### src/hw/rtl/assert_macros.svh
// Assertion macros shared by the trilateration RTL.
// No dependencies; included by files that carry assertions.
`ifndef ASSERT_MACROS_SVH
`define ASSERT_MACROS_SVH
// property must hold at every edge out of reset
`define WAT_ASSERT(lbl, clk, rst_n, prop) \
  lbl: assert property (@(posedge clk) disable iff (!rst_n) prop) \
    else $error("assertion failed");
// condition must never be seen out of reset
`define WAT_NEVER(lbl, clk, rst_n, cond) \
  lbl: assert property (@(posedge clk) disable iff (!rst_n) !(cond)) \
    else $error("forbidden condition seen");
`endif

### src/hw/rtl/wat_pkg.sv
// Shared types and constants of the wall anchor trilateration block.
// No dependencies.
`default_nettype none
package wat_pkg;
  localparam int STORE_DEPTH = 4;
  localparam int RANGE_W     = 16;
  localparam int POS_W       = 18;
  localparam int ARG_W       = 35;
  localparam int DVS_W       = 17;

  typedef enum logic [1:0] {
    ST_OK      = 2'd0,
    ST_COUNT   = 2'd1,
    ST_NO_PAIR = 2'd2
  } status_t;

  typedef enum logic [2:0] {
    REG_POS0   = 3'd0,
    REG_POS1   = 3'd1,
    REG_POS2   = 3'd2,
    REG_POS3   = 3'd3,
    REG_OFFSET = 3'd4
  } reg_idx_t;

  typedef struct packed {
    logic [STORE_DEPTH-1:0][RANGE_W-1:0] ranges;
    logic [RANGE_W-1:0]                  wall;
    logic [RANGE_W-1:0]                  alt;
    logic                                cnt_err;
  } job_t;

  typedef struct packed {
    logic start;
    logic is_sqrt;
  } ds_req_t;
endpackage
`default_nettype wire

### src/hw/rtl/wall_anchor_trilateration_unit.sv
// Top level of the wall anchor trilateration block: config registers,
// front end, scan queue and pair solver. Depends on wat_pkg and all wat_* modules.
//
// Usage:
//  - Input: one range beat per anchor, in anchor order, taken at an edge with
//    start high and busy low; in_last marks the final range of a scan, and
//    wall distance and altitude are sampled with that beat.
//  - Non-final beats are absorbed into the range store. A final beat queues the
//    scan; up to two scans wait while the solver works, busy is high while
//    both queue slots are full.
//  - Output: one result per scan, out_valid high for one cycle. There is no
//    backpressure, the receiver must take the beat in that cycle.
//  - After the final beat, a count error is reported without solving any
//    pair; else each solved pair uses a divide in the shared divide/root
//    unit, and the close-out uses two divides and a root.
//  - Config: cfg_valid/cfg_ready write channel, always ready; unknown
//    indexes are dropped. Write only while no scan is in flight.
//  - Reset (rst_n low, synchronous) clears the scan counters, queue, solver
//    and registers (anchor positions 0, wall offset 1000 mm).
`default_nettype none
module wall_anchor_trilateration_unit #(
  parameter int ANCHORS        = 4,
  parameter int MIN_SPACING_MM = 1000
) (
  input  wire logic                              clk,
  input  wire logic                              rst_n,
  input  wire logic                              start,
  output logic                                   busy,
  input  wire logic [15:0]                       in_range_mm,
  input  wire logic                              in_last,
  input  wire logic [15:0]                       in_wall_distance_mm,
  input  wire logic [15:0]                       in_altitude_mm,
  output logic                                   out_valid,
  output logic signed [wat_pkg::POS_W-1:0]       out_position_mm,
  output logic [15:0]                            out_divergence_mm,
  output logic [1:0]                             out_status,
  input  wire logic                              cfg_valid,
  output logic                                   cfg_ready,
  input  wire logic [2:0]                        cfg_index,
  input  wire logic [15:0]                       cfg_data
);
  logic [wat_pkg::STORE_DEPTH-1:0][15:0] anchor_pos_r;
  logic [15:0]   wall_offset_r;
  logic          q_full, q_push, q_pop, q_valid;
  wat_pkg::job_t push_job, head_job;

  assign cfg_ready = 1'b1;

  always_ff @(posedge clk) begin
    if (!rst_n) begin
      anchor_pos_r  <= '0;
      wall_offset_r <= 16'd1000;
    end else if (cfg_valid) begin
      unique case (cfg_index)
        wat_pkg::REG_POS0:   anchor_pos_r[0] <= cfg_data;
        wat_pkg::REG_POS1:   anchor_pos_r[1] <= cfg_data;
        wat_pkg::REG_POS2:   anchor_pos_r[2] <= cfg_data;
        wat_pkg::REG_POS3:   anchor_pos_r[3] <= cfg_data;
        wat_pkg::REG_OFFSET: wall_offset_r   <= cfg_data;
        default: ;
      endcase
    end
  end

  wat_front #(.ANCHORS(ANCHORS)) u_front (
    .clk                (clk),
    .rst_n              (rst_n),
    .start              (start),
    .busy               (busy),
    .in_range_mm        (in_range_mm),
    .in_last            (in_last),
    .in_wall_distance_mm(in_wall_distance_mm),
    .in_altitude_mm     (in_altitude_mm),
    .q_full             (q_full),
    .q_push             (q_push),
    .q_job              (push_job)
  );

  wat_fifo u_fifo (
    .clk      (clk),
    .rst_n    (rst_n),
    .push     (q_push),
    .push_job (push_job),
    .pop      (q_pop),
    .head_job (head_job),
    .not_empty(q_valid),
    .full     (q_full)
  );

  wat_back #(
    .ANCHORS       (ANCHORS),
    .MIN_SPACING_MM(MIN_SPACING_MM)
  ) u_back (
    .clk              (clk),
    .rst_n            (rst_n),
    .head_job         (head_job),
    .job_valid        (q_valid),
    .pop              (q_pop),
    .anchor_pos       (anchor_pos_r),
    .wall_offset      (wall_offset_r),
    .out_valid        (out_valid),
    .out_position_mm  (out_position_mm),
    .out_divergence_mm(out_divergence_mm),
    .out_status       (out_status)
  );
endmodule
`default_nettype wire

### src/hw/rtl/wat_front.sv
// Front end: collects the ranges of one scan and hands a finished scan on.
// Depends on wat_pkg.
`default_nettype none
module wat_front #(
  parameter int ANCHORS = 4
) (
  input  wire logic                         clk,
  input  wire logic                         rst_n,
  input  wire logic                         start,
  output logic                              busy,
  input  wire logic [wat_pkg::RANGE_W-1:0]  in_range_mm,
  input  wire logic                         in_last,
  input  wire logic [wat_pkg::RANGE_W-1:0]  in_wall_distance_mm,
  input  wire logic [wat_pkg::RANGE_W-1:0]  in_altitude_mm,
  input  wire logic                         q_full,
  output logic                              q_push,
  output wat_pkg::job_t                     q_job
);
  logic [wat_pkg::RANGE_W-1:0] store_r [wat_pkg::STORE_DEPTH];
  logic [2:0] cnt_r, cnt_nxt;
  logic       ovf_r, ovf_nxt;
  logic       accept, store_full;
  logic [2:0] n_scan;

  always_comb begin
    busy       = q_full;
    accept     = start && !q_full;
    store_full = cnt_r[2];
    n_scan     = store_full ? cnt_r : cnt_r + 3'd1;
    for (int k = 0; k < wat_pkg::STORE_DEPTH; k++) begin
      q_job.ranges[k] = (cnt_r == 3'(k)) ? in_range_mm : store_r[k];
    end
    q_job.wall    = in_wall_distance_mm;
    q_job.alt     = in_altitude_mm;
    q_job.cnt_err = ovf_r || store_full || (n_scan != 3'(ANCHORS));
    q_push        = accept && in_last;
    cnt_nxt       = cnt_r;
    ovf_nxt       = ovf_r;
    if (accept) begin
      if (in_last) begin
        cnt_nxt = '0;
        ovf_nxt = 1'b0;
      end else begin
        cnt_nxt = n_scan;
        ovf_nxt = ovf_r || store_full;
      end
    end
  end

  always_ff @(posedge clk) begin
    if (!rst_n) begin
      cnt_r <= '0;
      ovf_r <= 1'b0;
    end else begin
      cnt_r <= cnt_nxt;
      ovf_r <= ovf_nxt;
    end
  end

  always_ff @(posedge clk) begin
    if (accept && !store_full) begin
      store_r[cnt_r[1:0]] <= in_range_mm;
    end
  end
endmodule
`default_nettype wire

### src/hw/rtl/wat_fifo.sv
// Two-entry scan queue between front end and pair solver.
// Depends on wat_pkg and assert_macros.svh.
`default_nettype none
`include "assert_macros.svh"
module wat_fifo (
  input  wire logic          clk,
  input  wire logic          rst_n,
  input  wire logic          push,
  input  wat_pkg::job_t      push_job,
  input  wire logic          pop,
  output wat_pkg::job_t      head_job,
  output logic               not_empty,
  output logic               full
);
  wat_pkg::job_t mem_r [2];
  logic       wr_ptr_r, rd_ptr_r;
  logic [1:0] cnt_r;

  always_comb begin
    head_job  = mem_r[rd_ptr_r];
    not_empty = (cnt_r != 2'd0);
    full      = (cnt_r == 2'd2);
  end

  always_ff @(posedge clk) begin
    if (!rst_n) begin
      wr_ptr_r <= 1'b0;
      rd_ptr_r <= 1'b0;
      cnt_r    <= '0;
    end else begin
      if (push) wr_ptr_r <= ~wr_ptr_r;
      if (pop)  rd_ptr_r <= ~rd_ptr_r;
      priority if (push && !pop) cnt_r <= cnt_r + 2'd1;
      else if (pop && !push)     cnt_r <= cnt_r - 2'd1;
      else                       cnt_r <= cnt_r;
    end
  end

  always_ff @(posedge clk) begin
    if (push) mem_r[wr_ptr_r] <= push_job;
  end

  `WAT_NEVER(a_no_push_full, clk, rst_n, push && full)
  `WAT_NEVER(a_no_pop_empty, clk, rst_n, pop && !not_empty)
  `WAT_NEVER(a_cnt_range, clk, rst_n, cnt_r == 2'd3)
endmodule
`default_nettype wire

### src/hw/rtl/wat_divsqrt.sv
// Shared iterative unit: restoring divide or floored square root, one bit a cycle.
// Depends on wat_pkg.
`default_nettype none
module wat_divsqrt (
  input  wire logic                        clk,
  input  wire logic                        rst_n,
  input  wat_pkg::ds_req_t                 req,
  input  wire logic [wat_pkg::ARG_W-1:0]   arg,
  input  wire logic [wat_pkg::DVS_W-1:0]   dvs,
  output logic                             done,
  output logic [wat_pkg::ARG_W-1:0]        res
);
  localparam int AW         = wat_pkg::ARG_W;
  localparam int DW         = wat_pkg::DVS_W;
  localparam int SW         = AW + 1;
  localparam int SQRT_STEPS = SW / 2;

  logic          busy_r, sqrt_r, done_r;
  logic [5:0]    cnt_r;
  logic [AW-1:0] quo_r;
  logic [DW-1:0] rem_r, dvs_r;
  logic [SW-1:0] v_r, root_r, bit_r;
  logic [DW:0]   trial;
  logic [SW-1:0] rsum;

  always_comb begin
    trial = {rem_r, quo_r[AW-1]};
    rsum  = root_r + bit_r;
    done  = done_r;
    res   = sqrt_r ? root_r[AW-1:0] : quo_r;
  end

  always_ff @(posedge clk) begin
    if (!rst_n) begin
      busy_r <= 1'b0;
      done_r <= 1'b0;
      sqrt_r <= 1'b0;
    end else begin
      done_r <= 1'b0;
      if (req.start && !busy_r) begin
        busy_r <= 1'b1;
        sqrt_r <= req.is_sqrt;
        cnt_r  <= req.is_sqrt ? 6'(SQRT_STEPS) : 6'(AW);
        quo_r  <= arg;
        rem_r  <= '0;
        dvs_r  <= dvs;
        v_r    <= SW'(arg);
        root_r <= '0;
        bit_r  <= SW'(1) << (SW - 2);
      end else if (busy_r) begin
        cnt_r <= cnt_r - 6'd1;
        if (cnt_r == 6'd1) begin
          busy_r <= 1'b0;
          done_r <= 1'b1;
        end
        if (sqrt_r) begin
          if (v_r >= rsum) begin
            v_r    <= v_r - rsum;
            root_r <= (root_r >> 1) + bit_r;
          end else begin
            root_r <= root_r >> 1;
          end
          bit_r <= bit_r >> 2;
        end else begin
          if (trial >= {1'b0, dvs_r}) begin
            rem_r <= DW'(trial - {1'b0, dvs_r});
            quo_r <= {quo_r[AW-2:0], 1'b1};
          end else begin
            rem_r <= trial[DW-1:0];
            quo_r <= {quo_r[AW-2:0], 1'b0};
          end
        end
      end
    end
  end
endmodule
`default_nettype wire

### src/hw/rtl/wat_back.sv
// Back end: walks the anchor pairs of one scan and forms position and divergence.
// Depends on wat_pkg, wat_divsqrt and assert_macros.svh.
`default_nettype none
`include "assert_macros.svh"
module wat_back #(
  parameter int ANCHORS        = 4,
  parameter int MIN_SPACING_MM = 1000
) (
  input  wire logic                                  clk,
  input  wire logic                                  rst_n,
  input  wat_pkg::job_t                              head_job,
  input  wire logic                                  job_valid,
  output logic                                       pop,
  input  wire logic [wat_pkg::STORE_DEPTH-1:0][15:0] anchor_pos,
  input  wire logic [15:0]                           wall_offset,
  output logic                                       out_valid,
  output logic signed [wat_pkg::POS_W-1:0]           out_position_mm,
  output logic [15:0]                                out_divergence_mm,
  output logic [1:0]                                 out_status
);
  localparam int AW = wat_pkg::ARG_W;
  localparam logic [1:0]  LAST_I = 2'(ANCHORS - 2);
  localparam logic [1:0]  LAST_J = 2'(ANCHORS - 1);
  localparam logic [15:0] MIN_SP = 16'(MIN_SPACING_MM);

  typedef enum logic [4:0] {
    S_IDLE, S_SETUP, S_MUL_A, S_MUL_C, S_MUL_B, S_SUB, S_DIVQ, S_WAITQ,
    S_MULQ, S_ACC, S_NEXT, S_DIVP, S_WAITP, S_DIVH, S_WAITH, S_MULF,
    S_DIFF, S_SQRT, S_WAITS, S_OUT
  } state_t;

  state_t           state_r;
  wat_pkg::job_t    job_r;
  wat_pkg::status_t status_r;
  logic [1:0]       i_r, j_r;
  logic [31:0]      prod_r, aa_r;
  logic signed [AW-1:0] s_r;
  logic [15:0]      q_r;
  logic [20:0]      pos_sum_r;
  logic [AW-1:0]    hsq_sum_r, hmean_r;
  logic [2:0]       pairs_r;
  logic [17:0]      pos_r;
  logic             out_valid_r;
  logic [17:0]      out_pos_r;
  logic [15:0]      out_div_r;
  logic [1:0]       out_status_r;

  logic [15:0] a, b, pi, pj, c, fmag, mx, my;
  logic [31:0] prod;
  logic        skip, s_neg, p_neg, last_pair;
  logic [AW-1:0] smag;
  logic [20:0] pmag, term;
  logic [18:0] gap;
  logic [17:0] gap_mag;
  wat_pkg::ds_req_t ds_req;
  logic [AW-1:0] ds_arg, ds_res;
  logic [wat_pkg::DVS_W-1:0] ds_dvs;
  logic ds_done;

  always_comb begin
    a     = job_r.ranges[i_r];
    b     = job_r.ranges[j_r];
    pi    = anchor_pos[i_r];
    pj    = anchor_pos[j_r];
    c     = (pi >= pj) ? pi - pj : pj - pi;
    skip  = (a == 16'd0) || (b == 16'd0) || (c < MIN_SP) ||
            ({1'b0, a} + {1'b0, c} < {1'b0, b}) ||
            ({1'b0, b} + {1'b0, c} < {1'b0, a}) ||
            ({1'b0, a} + {1'b0, b} < {1'b0, c});
    s_neg = s_r[AW-1];
    smag  = s_neg ? AW'(-s_r) : AW'(s_r);
    p_neg = pos_sum_r[20];
    pmag  = p_neg ? -pos_sum_r : pos_sum_r;
    term  = s_neg ? 21'(pi) - 21'(q_r) : 21'(pi) + 21'(q_r);
    fmag  = (job_r.wall >= wall_offset) ? job_r.wall - wall_offset
                                        : wall_offset - job_r.wall;
    last_pair = (i_r == LAST_I) && (j_r == LAST_J);
    gap     = {1'b0, ds_res[17:0]} - 19'(job_r.alt);
    gap_mag = gap[18] ? 18'(-gap) : gap[17:0];
    pop     = (state_r == S_IDLE) && job_valid;

    mx = '0;
    my = '0;
    unique case (state_r)
      S_MUL_A: begin mx = a;    my = a;    end
      S_MUL_C: begin mx = c;    my = c;    end
      S_MUL_B: begin mx = b;    my = b;    end
      S_MULQ:  begin mx = q_r;  my = q_r;  end
      S_MULF:  begin mx = fmag; my = fmag; end
      default: begin mx = '0;   my = '0;   end
    endcase
    prod = {16'd0, mx} * {16'd0, my};

    ds_req.start   = 1'b0;
    ds_req.is_sqrt = 1'b0;
    ds_arg         = '0;
    ds_dvs         = '0;
    unique case (state_r)
      S_DIVQ: begin
        ds_req.start = 1'b1;
        ds_arg       = smag;
        ds_dvs       = {1'b0, c} << 1;
      end
      S_DIVP: begin
        ds_req.start = 1'b1;
        ds_arg       = AW'(pmag);
        ds_dvs       = 17'(pairs_r);
      end
      S_DIVH: begin
        ds_req.start = 1'b1;
        ds_arg       = hsq_sum_r;
        ds_dvs       = 17'(pairs_r);
      end
      S_SQRT: begin
        ds_req.start   = 1'b1;
        ds_req.is_sqrt = 1'b1;
        ds_arg         = hmean_r;
      end
      default: ;
    endcase

    out_valid         = out_valid_r;
    out_position_mm   = $signed(out_pos_r);
    out_divergence_mm = out_div_r;
    out_status        = out_status_r;
  end

  wat_divsqrt u_divsqrt (
    .clk  (clk),
    .rst_n(rst_n),
    .req  (ds_req),
    .arg  (ds_arg),
    .dvs  (ds_dvs),
    .done (ds_done),
    .res  (ds_res)
  );

  always_ff @(posedge clk) begin
    if (!rst_n) begin
      state_r     <= S_IDLE;
      out_valid_r <= 1'b0;
      pairs_r     <= '0;
    end else begin
      out_valid_r <= 1'b0;
      prod_r      <= prod;
      unique case (state_r)
        S_IDLE: if (job_valid) begin
          job_r     <= head_job;
          i_r       <= 2'd0;
          j_r       <= 2'd1;
          pos_sum_r <= '0;
          hsq_sum_r <= '0;
          pairs_r   <= '0;
          status_r  <= wat_pkg::ST_COUNT;
          state_r   <= head_job.cnt_err ? S_OUT : S_SETUP;
        end
        S_SETUP: state_r <= skip ? S_NEXT : S_MUL_A;
        S_MUL_A: state_r <= S_MUL_C;
        S_MUL_C: begin
          aa_r    <= prod_r;
          state_r <= S_MUL_B;
        end
        S_MUL_B: begin
          s_r     <= $signed({3'b0, aa_r}) + $signed({3'b0, prod_r});
          state_r <= S_SUB;
        end
        S_SUB: begin
          s_r     <= s_r - $signed({3'b0, prod_r});
          state_r <= S_DIVQ;
        end
        S_DIVQ: state_r <= S_WAITQ;
        S_WAITQ: if (ds_done) begin
          q_r     <= (ds_res > AW'(a)) ? a : ds_res[15:0];
          state_r <= S_MULQ;
        end
        S_MULQ: state_r <= S_ACC;
        S_ACC: begin
          hsq_sum_r <= hsq_sum_r + AW'(aa_r - prod_r);
          pos_sum_r <= pos_sum_r + term;
          pairs_r   <= pairs_r + 3'd1;
          state_r   <= S_NEXT;
        end
        S_NEXT: begin
          if (last_pair) begin
            status_r <= wat_pkg::ST_NO_PAIR;
            state_r  <= (pairs_r == 3'd0) ? S_OUT : S_DIVP;
          end else begin
            if (j_r == LAST_J) begin
              i_r <= i_r + 2'd1;
              j_r <= i_r + 2'd2;
            end else begin
              j_r <= j_r + 2'd1;
            end
            state_r <= S_SETUP;
          end
        end
        S_DIVP: state_r <= S_WAITP;
        S_WAITP: if (ds_done) begin
          pos_r   <= p_neg ? -ds_res[17:0] : ds_res[17:0];
          state_r <= S_DIVH;
        end
        S_DIVH: state_r <= S_WAITH;
        S_WAITH: if (ds_done) begin
          hmean_r <= ds_res;
          state_r <= S_MULF;
        end
        S_MULF: state_r <= S_DIFF;
        S_DIFF: begin
          // hmean_r now carries |hmean - flr^2|
          hmean_r <= (hmean_r >= AW'(prod_r)) ? hmean_r - AW'(prod_r)
                                              : AW'(prod_r) - hmean_r;
          state_r <= S_SQRT;
        end
        S_SQRT: state_r <= S_WAITS;
        S_WAITS: if (ds_done) begin
          out_valid_r  <= 1'b1;
          out_pos_r    <= pos_r;
          out_div_r    <= (gap_mag > 18'd65535) ? 16'hFFFF : gap_mag[15:0];
          out_status_r <= wat_pkg::ST_OK;
          state_r      <= S_IDLE;
        end
        S_OUT: begin
          out_valid_r  <= 1'b1;
          out_pos_r    <= '0;
          out_div_r    <= '0;
          out_status_r <= status_r;
          state_r      <= S_IDLE;
        end
        default: state_r <= S_IDLE;
      endcase
    end
  end

  `WAT_ASSERT(a_strobe_single, clk, rst_n, out_valid_r |=> !out_valid_r)
  `WAT_NEVER(a_pairs_bound, clk, rst_n, pairs_r > 3'd6)
  `WAT_ASSERT(a_unit_latency, clk, rst_n, ds_req.start |=> !ds_done)
endmodule
`default_nettype wire

### config.mk
export PLATFORM = sky130hd
export DESIGN_NAME = wall_anchor_trilateration_unit
export DESIGN_NICKNAME = d
export VERILOG_FILES = /design/src/hw/rtl/wat_pkg.sv /design/src/hw/rtl/wall_anchor_trilateration_unit.sv /design/src/hw/rtl/wat_front.sv /design/src/hw/rtl/wat_fifo.sv /design/src/hw/rtl/wat_divsqrt.sv /design/src/hw/rtl/wat_back.sv
export VERILOG_INCLUDE_DIRS = /design/src /design/src/hw/rtl
export SDC_FILE = /design/constraint.sdc
export NUM_CORES = 2
export LEC_CHECK = 0
export ABC_AREA = 1
export BUFFER_PORTS_ARGS = -buffer_cell sky130_fd_sc_hd__buf_2
export CAP_MARGIN = 10
export CORE_UTILIZATION = 35
export DETAILED_ROUTE_END_ITERATION = 10
export GPL_ROUTABILITY_DRIVEN = 0
export MAX_ROUTING_LAYER = met4
export PLACE_DENSITY = 0.55
export SKIP_CTS_REPAIR_TIMING = 1
export SYNTH_ARGS = -nofsm -noshare
export SYNTH_HDL_FRONTEND = slang
export SYNTH_HIERARCHICAL = 1
export SYNTH_SLANG_ARGS = --single-unit
### constraint.sdc
create_clock -name clk -period 12.95 [get_ports clk]
set_input_delay 2.59 -clock clk [delete_from_list [all_inputs] [get_ports clk]]
set_output_delay 2.59 -clock clk [all_outputs]
set_load 0.01 [all_outputs]
==> out/results.tsv <==
metric	value	unit
pwr-share-clk	16.8	%
synth_area_leaders	edfxtp_1, nand2_1, ha_1	
fin_crit	10.71	ns
worstSetupPathType	reg2reg	
first_iter_violations	7678	
grt_max_degree	131	
ys_warn_count	6	
rsz0062_at_grt	false	
outcome	finished, final reports clean	
layout_commonest_cell	nand2_1	
worst_pin_slew	1.21	ns
finalSetupViolations	0	
async_reset_ff_share	0	%
cts_buffers	104	
via_per_inst	5.30	
cts_buffer_depth	3	
final_nets	10700	
dieWidth	467	µm
synthCells	9830	
crit_required	13.45	ns
drive_above_1_share	6.53	%
worstPathArrival	11.21	ns
cp-end-kind	flop	
p_int	0.00918	W
p_sw_share	50.9	%
final_cell_mix	nand2_1, inv_1, nor2_1, edfxtp_1, a21oi_1	
drc	0	
synth-edff-count	783	
grtUsageTotal	24.7	%
place_ws	2.48	ns
grt-ovfl-total	0	
worst-path-max-fanout	30	
fin_tns_setup	0	ns
area_growth_syn_to_layout	8.89	%
fmaxAchievable	93.4	MHz
synth_area_per_cell	7.70	µm²
drt_pass1_iterations	7	
p_sw	0.00949	W
hold_viol	0	
synthDistinctLibCells	81	
yosys.area.top_type	edfxtp_1	
start_kind	flop	
p_comb_share	62.1	%
ctsHtreeMaxLevel	3	
syn_area	75700	µm²
period_share	82.7	%
io_pins	111	
clkLatencyLatePin	0.81	ns
cpPeakStageDelay	0.82	ns
crit_top_cell	nand2_1	
synth_nets	10700	
ant_nets	0	
wl_per_cell	20.9	µm
start_util	35.3	%
drt-total-wl	267000	µm
ys_ff_latch	884	
cts-root-buf	clkbuf_16	
synth_flop_cell	edfxtp_1	
crit_slowest_cell	a32oi_1	
report.final.slew_viol_count	0	
fp.dieH	467	µm
vias	67500	
slew_headroom	17.0	%
seqPwrFrac	21.1	%
p_per_area	226	nW/µm²
cts_tree	yes	
grt_pass1_vias	63300	
path_clk_slew	0.06	ns
die_area	218000	µm²
grt_pass1_wl	397000	µm
coreArea	215000	µm²
antenna_found_initial	13	
peakVddDrop	0.000158	V
numPortBuffers	109	
max-cap-violations	0	
finalClockSkew	0.0754	ns
cts.sink_count	884	
leakage	37.4	nW
yosysTopAreaCellShare	31.0	%
rows	170	
yosysSeqAreaShare	33.7	%
post-dp-hpwl	211000	µm
setup_ws	2.24	ns
hold_class	reg2reg	
## cell families (layout without fill, tap and decap cells)
| group | count (synthesis) | count (layout) | share of synthesized area, % |
|---|---|---|---|
| muxes | 99 | 99 | 1.62 |
| xor gates and xnor gates | 325 | 325 | 3.77 |
| and+or+nand+nor | 3999 | 3999 | 21.8 |
| DFF | 884 | 884 | 33.7 |
| other | 1 | 7 | 0.00495 |
| buffers and inverters | 1867 | 1926 | 9.96 |
| adders and majority gates | 814 | 814 | 15.2 |
| AOI/OAI and AO/OA | 1841 | 1841 | 14.0 |
## sequential cells by signal (all words and copies together), names as in the netlist, 21 cells and up, named ones only
| signal | count |
|---|---|
| u_fifo/mem_r | 194 |
| u_back/job_r | 96 |
| anchor_pos_r | 64 |
| u_front/store_r | 64 |
| u_back/u_divsqrt/root_r | 36 |
| u_back/u_divsqrt/v_r | 36 |
| u_back/hmean_r | 35 |
| u_back/hsq_sum_r | 35 |
| u_back/s_r | 35 |
| u_back/u_divsqrt/quo_r | 35 |
| u_back/aa_r | 31 |
| u_back/prod_r | 31 |
| u_back/pos_sum_r | 21 |
## layer usage
layer  vias up  wire [µm]  track usage, %
met1     31700     114000            32.0
met2      2841     114000            36.9
li1      32300          -               -
met3       620      21700            4.29
met4         0      16400            12.7
met5         -          0               -
## final timing paths
kind / startpoint / slack, ns / cells past startpoint / end
setup / recovery: u_back/i_r[1]$_SDFFCE_PN0P_ / 2.24 / 36 / u_back/prod_r[27]$_DFFE_PP_
hold / removal: anchor_pos_r[10]$_SDFFE_PN0P_ / 0.48 / 2 / anchor_pos_r[10]$_SDFFE_PN0P_
setup reg to reg: u_back/i_r[1]$_SDFFCE_PN0P_ / 2.24 / 36 / u_back/prod_r[27]$_DFFE_PP_
hold reg to reg: anchor_pos_r[10]$_SDFFE_PN0P_ / 0.48 / 2 / anchor_pos_r[10]$_SDFFE_PN0P_
## power by group through the flow
| stage | clock, W | sequential [W] | combinational (W) |
|---|---|---|---|
| floorplan | 0 | 0.00377 | 0.00813 |
| global placement | 0 | 0.00396 | 0.0111 |
| detailed placement | 0 | 0.00397 | 0.0112 |
| CTS | 0.00321 | 0.00391 | 0.0113 |
| global route | 0.00331 | 0.00394 | 0.0128 |
| finish | 0.00314 | 0.00393 | 0.0116 |
## layout make-up
cell class                      count  area [µm²]
Fill cell                       22200      132000
Antenna cell                        6        15.0
Timing Repair Buffer              188        1170
Tap cell                         2838        3550
Inverter                         1547        5810
Sequential cell                   884       25500
Multi-Input combinational cell   7079       42800
Clock inverter                     66         911
Clock buffer                      125        2690
## synthesized netlist by cell type (20+ instances only)
cell	count
a21o_1	36
a21oi_1	763
a31oi_1	43
a32oi_1	39
buf_2	65
buf_4	52
buf_6	23
clkbuf_1	153
dfxtp_1	101
edfxtp_1	783
fa_1	177
ha_1	637
inv_1	1520
mux2_2	67
mux2_4	30
nand2_1	2283
nand2_2	20
nand3_1	443
nand3b_1	25
nand4_1	56
nor2_1	964
nor3_1	80
nor4_1	33
o2111ai_1	26
o211ai_1	32
o21a_1	57
o21ai_0	560
o21ai_1	62
o21ai_2	44
o21bai_1	49
o22ai_1	24
or2_2	29
xnor2_1	83
xor2_1	241
## through the flow
stage | hold WS (ns) | utilization, % | area (µm²) | cells | total power [W]
final | 0.482 | 38.4 | 82500 | 12700 | 0.0187
after CTS | 0.486 | 38.4 | 82400 | 12700 | 0.0184
after global placement | 0.462 | 36.7 | 78800 | 12500 | 0.0150
after floorplan | 0.432 | - | 75700 | 9830 | 0.0119
after global routing | 0.507 | 38.4 | 82500 | 12700 | 0.0201
after detailed placement | 0.464 | 36.7 | 78800 | 12500 | 0.0152
## critical path, delay by kind of cell (launching register included)
family	cells	cell delay (ns)
buffers and inverters	8	1.36
xor gates and xnor gates	1	0.15
adders and majority gates	8	3.83
and+or+nand+nor	10	1.64
DFF	1	0.66
AOI/OAI and AO/OA	9	2.73
(Power assumes the default switching activity.)
